==> src/sv/pncm_pkg.sv <==
package pncm_pkg;
    localparam logic [1:0] CMD_WRITE = 2'd0;
    localparam logic [1:0] CMD_READ  = 2'd1;
    localparam logic [1:0] CMD_MATCH = 2'd2;
    localparam logic signed [3:0] AGE_MAX  = 4'sd5;
    localparam logic signed [3:0] AGE_IDLE = -4'sd1;
    localparam logic [10:0] DIST_INIT = 11'd1023;

    // one cache cell's view, for the fill victim scan
    typedef struct packed {
        logic       valid;
        logic       hit;
        logic signed [3:0] age;
    } t_cell_stat;

    function automatic logic [7:0] absd(input logic [7:0] a, input logic [7:0] b);
        return (a > b) ? a - b : b - a;
    endfunction
endpackage

==> src/sv/pncm_cell.sv <==
// one cache cell: colour, result, age, valid
module pncm_cell import pncm_pkg::*; (
    input  logic        i_clk,
    input  logic        i_rst_n,
    input  logic        i_clear,
    input  logic        i_age,
    input  logic [23:0] i_colour,
    input  logic        i_hit_take,
    input  logic        i_fill,
    input  logic [8:0]  i_fill_res,
    output t_cell_stat  o_stat,
    output logic [8:0]  o_res
);
    logic        r_valid;
    logic signed [3:0] r_age;
    logic [23:0] r_colour;
    logic [8:0]  r_res;

    always_ff @(posedge i_clk) begin
        if (!i_rst_n || i_clear) begin
            r_valid <= 1'b0;
            r_age   <= AGE_IDLE;
        end else if (i_fill) begin
            r_valid <= 1'b1;
            r_age   <= AGE_MAX;
        end else if (i_hit_take) begin
            r_age <= AGE_MAX;
        end else if (i_age && r_age != AGE_IDLE) begin
            r_age <= r_age - 4'sd1;
        end
        if (i_fill) begin
            r_colour <= i_colour;
            r_res    <= i_fill_res;
        end
    end

    assign o_stat.valid = r_valid;
    assign o_stat.hit   = r_valid && (r_colour == i_colour);
    assign o_stat.age   = r_age;
    assign o_res        = r_res;
endmodule

==> config.mk <==
export PLATFORM = sky130hd
export DESIGN_NAME = pncm_cell
export DESIGN_NICKNAME = d
export VERILOG_FILES = /design/src/sv/pncm_pkg.sv /design/src/sv/pncm_cell.sv
export SDC_FILE = /design/constraint.sdc
export NUM_CORES = 1
export LEC_CHECK = 0
export BUFFER_PORTS_ARGS = -buffer_cell sky130_fd_sc_hd__buf_2
export CAP_MARGIN = 20
export CORE_MARGIN = 2
export CORE_UTILIZATION = 46
export DETAILED_ROUTE_END_ITERATION = 10
export PLACE_DENSITY_LB_ADDON = 0.12
export SYNTH_ARGS = -nofsm -noshare
export SYNTH_HDL_FRONTEND = slang
export SYNTH_SLANG_ARGS = --single-unit
==> constraint.sdc <==
create_clock -name i_clk -period 3.4 [get_ports i_clk]
set_input_delay 0.17 -clock i_clk [delete_from_list [all_inputs] [get_ports i_clk]]
set_output_delay 0.17 -clock i_clk [all_outputs]
set_load 0.03 [all_outputs]
==> metrics.txt <==
outcome=complete, no violations; # port buffers=53; vias per cell=approximately 4.6; first-pass GRT wire length=~3.9 mm; Fmax=~520 MHz; P&R area growth vs syn=30.0%; top-count cell post-synth=edfxtp_1; post-synthesis simple-gate area fraction=0.0796; Hold Path Origin=i_colour[20]; Seq/Total Area, Yosys=0.723; Pwr Density=about 450 nW/um2; final setup fails=0; CP Data Required Time=between 3 and 4 ns; leakage=roughly 0.80 nW; crit path max-delay cell type=edfxtp_1; clk_skew=between 0.0008 and 0.0009 ns; postcts setup bufs=0; Post-synth top cells=edfxtp_1, xor2_1, xnor2_1; top cells by area, synth=edfxtp_1, xor2_1, dfxtp_1; row count=20; DIE AREA=3750 um2; drt total wl=2.51 mm; syn nets=136; GRT overflow=0; Synth Area in Compound Gates=0.0199; worst r2r path cells=5; Final Power=0.888 mW; CTS tree=done; nets@finish=~200; Final Critical Period=1.92 ns; Final Hold Vio Count=0; crit-path cells=xor2_1 -> nor4_1 -> nand3_1 -> nor4_2 -> buf_2; largest family of logic cells by synthesized area=XOR/XNOR gates; arrival time at the worst endpoint=roughly 1.8 ns; Root Driver=clkbuf_4; clock share of power=0.243; Clock Latency Late Sink=0.34 ns; setup TNS=0 ns; Peak supply drop=~0.23 mV; EDFF count, synth=33; vias in the first global route=between 900 and 1k; Crit Path Category=reg2out; Die W=just over 60 um; die span in y=61.3 um; Adder-Cell Fraction of Synth Area=0.0166; clock tree buffer depth=2; R2R Path End=r_age[0]; Synth Flop Type=edfxtp_1; crit path max fanout=1; WHS Endpoint=r_colour[20]; synth unique cells=21; Routed Antenna Nets=0; Startpoint Class=flip-flop; DRC=0; DR pass1 iterations=4; I/O Pins=between 50 and 60; GPL Wtd Cong=0.775; initial antenna violation count=0; Slew HR=0.514; hold depth=1; pin count of the biggest net entering global routing=36; R2R Path Start=r_age[1]; GR Util All Layers=0.153; Slew Limit Fails=0; YS warnings=0; Worst-path clk slew=around 0.11 ns; Worst setup EP type=output pin; fillers=approximately 250; H-tree depth=2; Worst R2R Setup Slack=roughly 2.2 ns; proportion of synthesized area in mux cells=0; sw frac=0.241; leading area contributor after synthesis=edfxtp_1; TritonCTS Buffers=5; clk sinks=38; CORE AREA=3080 um2; post-synthesis xor/xnor area fraction=0.151; register bit count reported by yosys=38; Largest stage delay, worst path=roughly 0.4 ns; Mapped Area=roughly 1500 um2; routed wire length per instance=12.1 um; layout cells sized above 1=0.366; Avg Cell Area, Syn=15.9 um2; RSZ-0062 raised after global routing=no; Max-cap violations=0; CP delay by family, top=simple AND/OR/NAND/NOR gates; Switch Pwr=between 0.2 and 0.25 mW; worst min-delay path class=in2reg; share of the synthesized area in the top cell type=0.657; Slew @ Worst Pin=~0.73 ns; CP Buf/Inv Count=1; HPWL Detailed=1.79 mm; Initial Util=0.490; Flop pwr share=0.628; internal power=0.674 mW; via count=approximately 960; Antenna Cells=0; fin crit share=0.566; Async SR Flop Fraction=0; DRT iter0 DRCs=46; Mapped Cells=95; logic gate share of total power=0.129
==> layout make-up <==
| type | instances | area [um2] | share of cell area |
|---|---|---|---|
| clock buffer | 6 | 41.3 | 0.0210 |
| sequential | 38 | 1090 | 0.556 |
| inverter | 2 | 7.51 | 0.00383 |
| timing repair buffer | 62 | 355 | 0.181 |
| multi-input combinational | 54 | 403 | 0.205 |
| tap | 44 | 55.1 | 0.0281 |
| clock inverter | 2 | 8.76 | 0.00446 |
==> worst max path at each step <==
stage                  from         to  slack (ns)  cells after the start
6_report       r_colour[20]  o_stat[4]        1.48                      5
5_1_grt        r_colour[20]  o_stat[4]        1.27                      5
4_1_cts        r_colour[20]  o_stat[4]        1.41                      5
3_5_place_dp   r_colour[20]  o_stat[4]        1.82                      5
3_3_place_gp   r_colour[20]  o_stat[4]        1.83                      5
2_1_floorplan  r_colour[14]  o_stat[4]        1.74                      4
==> registers in the layout, indices dropped and copies added (netlist names) <==
register	flops
r_age	4
r_valid	1
o_res	9
r_colour	24
==> through the flow <==
| step | util | cell area (um2) | hold slack (ns) | std cells | setup slack, ns |
|---|---|---|---|---|---|
| after CTS | 0.637 | 1960 | 0.00110 | 208 | 1.41 |
| after detailed placement | 0.592 | 1820 | 0.348 | 191 | 1.82 |
| after floorplan | - | 1510 | 0.269 | 95 | 1.74 |
| final | 0.637 | 1960 | 0.0166 | 208 | 1.48 |
| after global routing | 0.637 | 1960 | 0.000847 | 208 | 1.27 |
| after global placement | 0.592 | 1820 | 0.349 | 191 | 1.83 |
==> worst register-to-register path: cells and delay by family (launching register included) <==
| family | cells | cell delay (ns) |
|---|---|---|
| and+or+nand+nor | 3 | 0.33 |
| xor gates and xnor gates | 1 | 0.12 |
| DFF | 1 | 0.40 |
| adders and majority gates | 1 | 0.18 |
==> power by group through the flow <==
stage	combinational [mW]	clock (mW)	sequential [mW]
3_3_place_gp	0.106	0	0.567
4_1_cts	0.116	0.225	0.558
5_1_grt	0.126	0.239	0.561
2_1_floorplan	0.0374	0	0.588
3_5_place_dp	0.108	0	0.569
6_report	0.114	0.216	0.558
==> layer usage <==
layer | GRT usage | up-vias | share of wire
li1 | - | 481 | -
met1 | 0.185 | 444 | 0.43
met2 | 0.239 | 32 | 0.48
met3 | 0.0378 | 7 | 0.060
met4 | 0.112 | 0 | 0.030
met5 | 0 | - | 0
==> timing repair <==
action | 4_1_cts | 5_1_grt
hold endpoints to repair | 9 | 0
resized for setup | 0 | 0
setup endpoints to repair | 0 | 0
hold buffers | 9 | 0
==> cell usage in the layout (no fill, tap or decap), drive strengths merged <==
| cell | count |
|---|---|
| nand2 | 5 |
| nor4 | 4 |
| ha | 2 |
| dlygate4sd3 | 9 |
| inv | 2 |
| nor3 | 1 |
| o21a | 1 |
| nand3 | 5 |
| o211ai | 1 |
| clkinv | 2 |
| dfxtp | 5 |
| buf | 53 |
| nor2 | 1 |
| nor4b | 1 |
| and4 | 1 |
| a21oi | 2 |
| clkbuf | 6 |
| edfxtp | 33 |
| nor2b | 1 |
| xor2 | 16 |
| o21ai | 1 |
| xnor2 | 10 |
| nand4 | 2 |
==> cells by family (layout without fill, tap and decap cells) <==
| family | after synthesis | count (layout) |
|---|---|---|
| fa+ha+maj | 2 | 2 |
| flops | 38 | 38 |
| compound gates | 5 | 5 |
| simple gates | 21 | 21 |
| xor+xnor | 26 | 26 |
| buf+inv | 3 | 72 |
(Power assumes the default switching activity.)
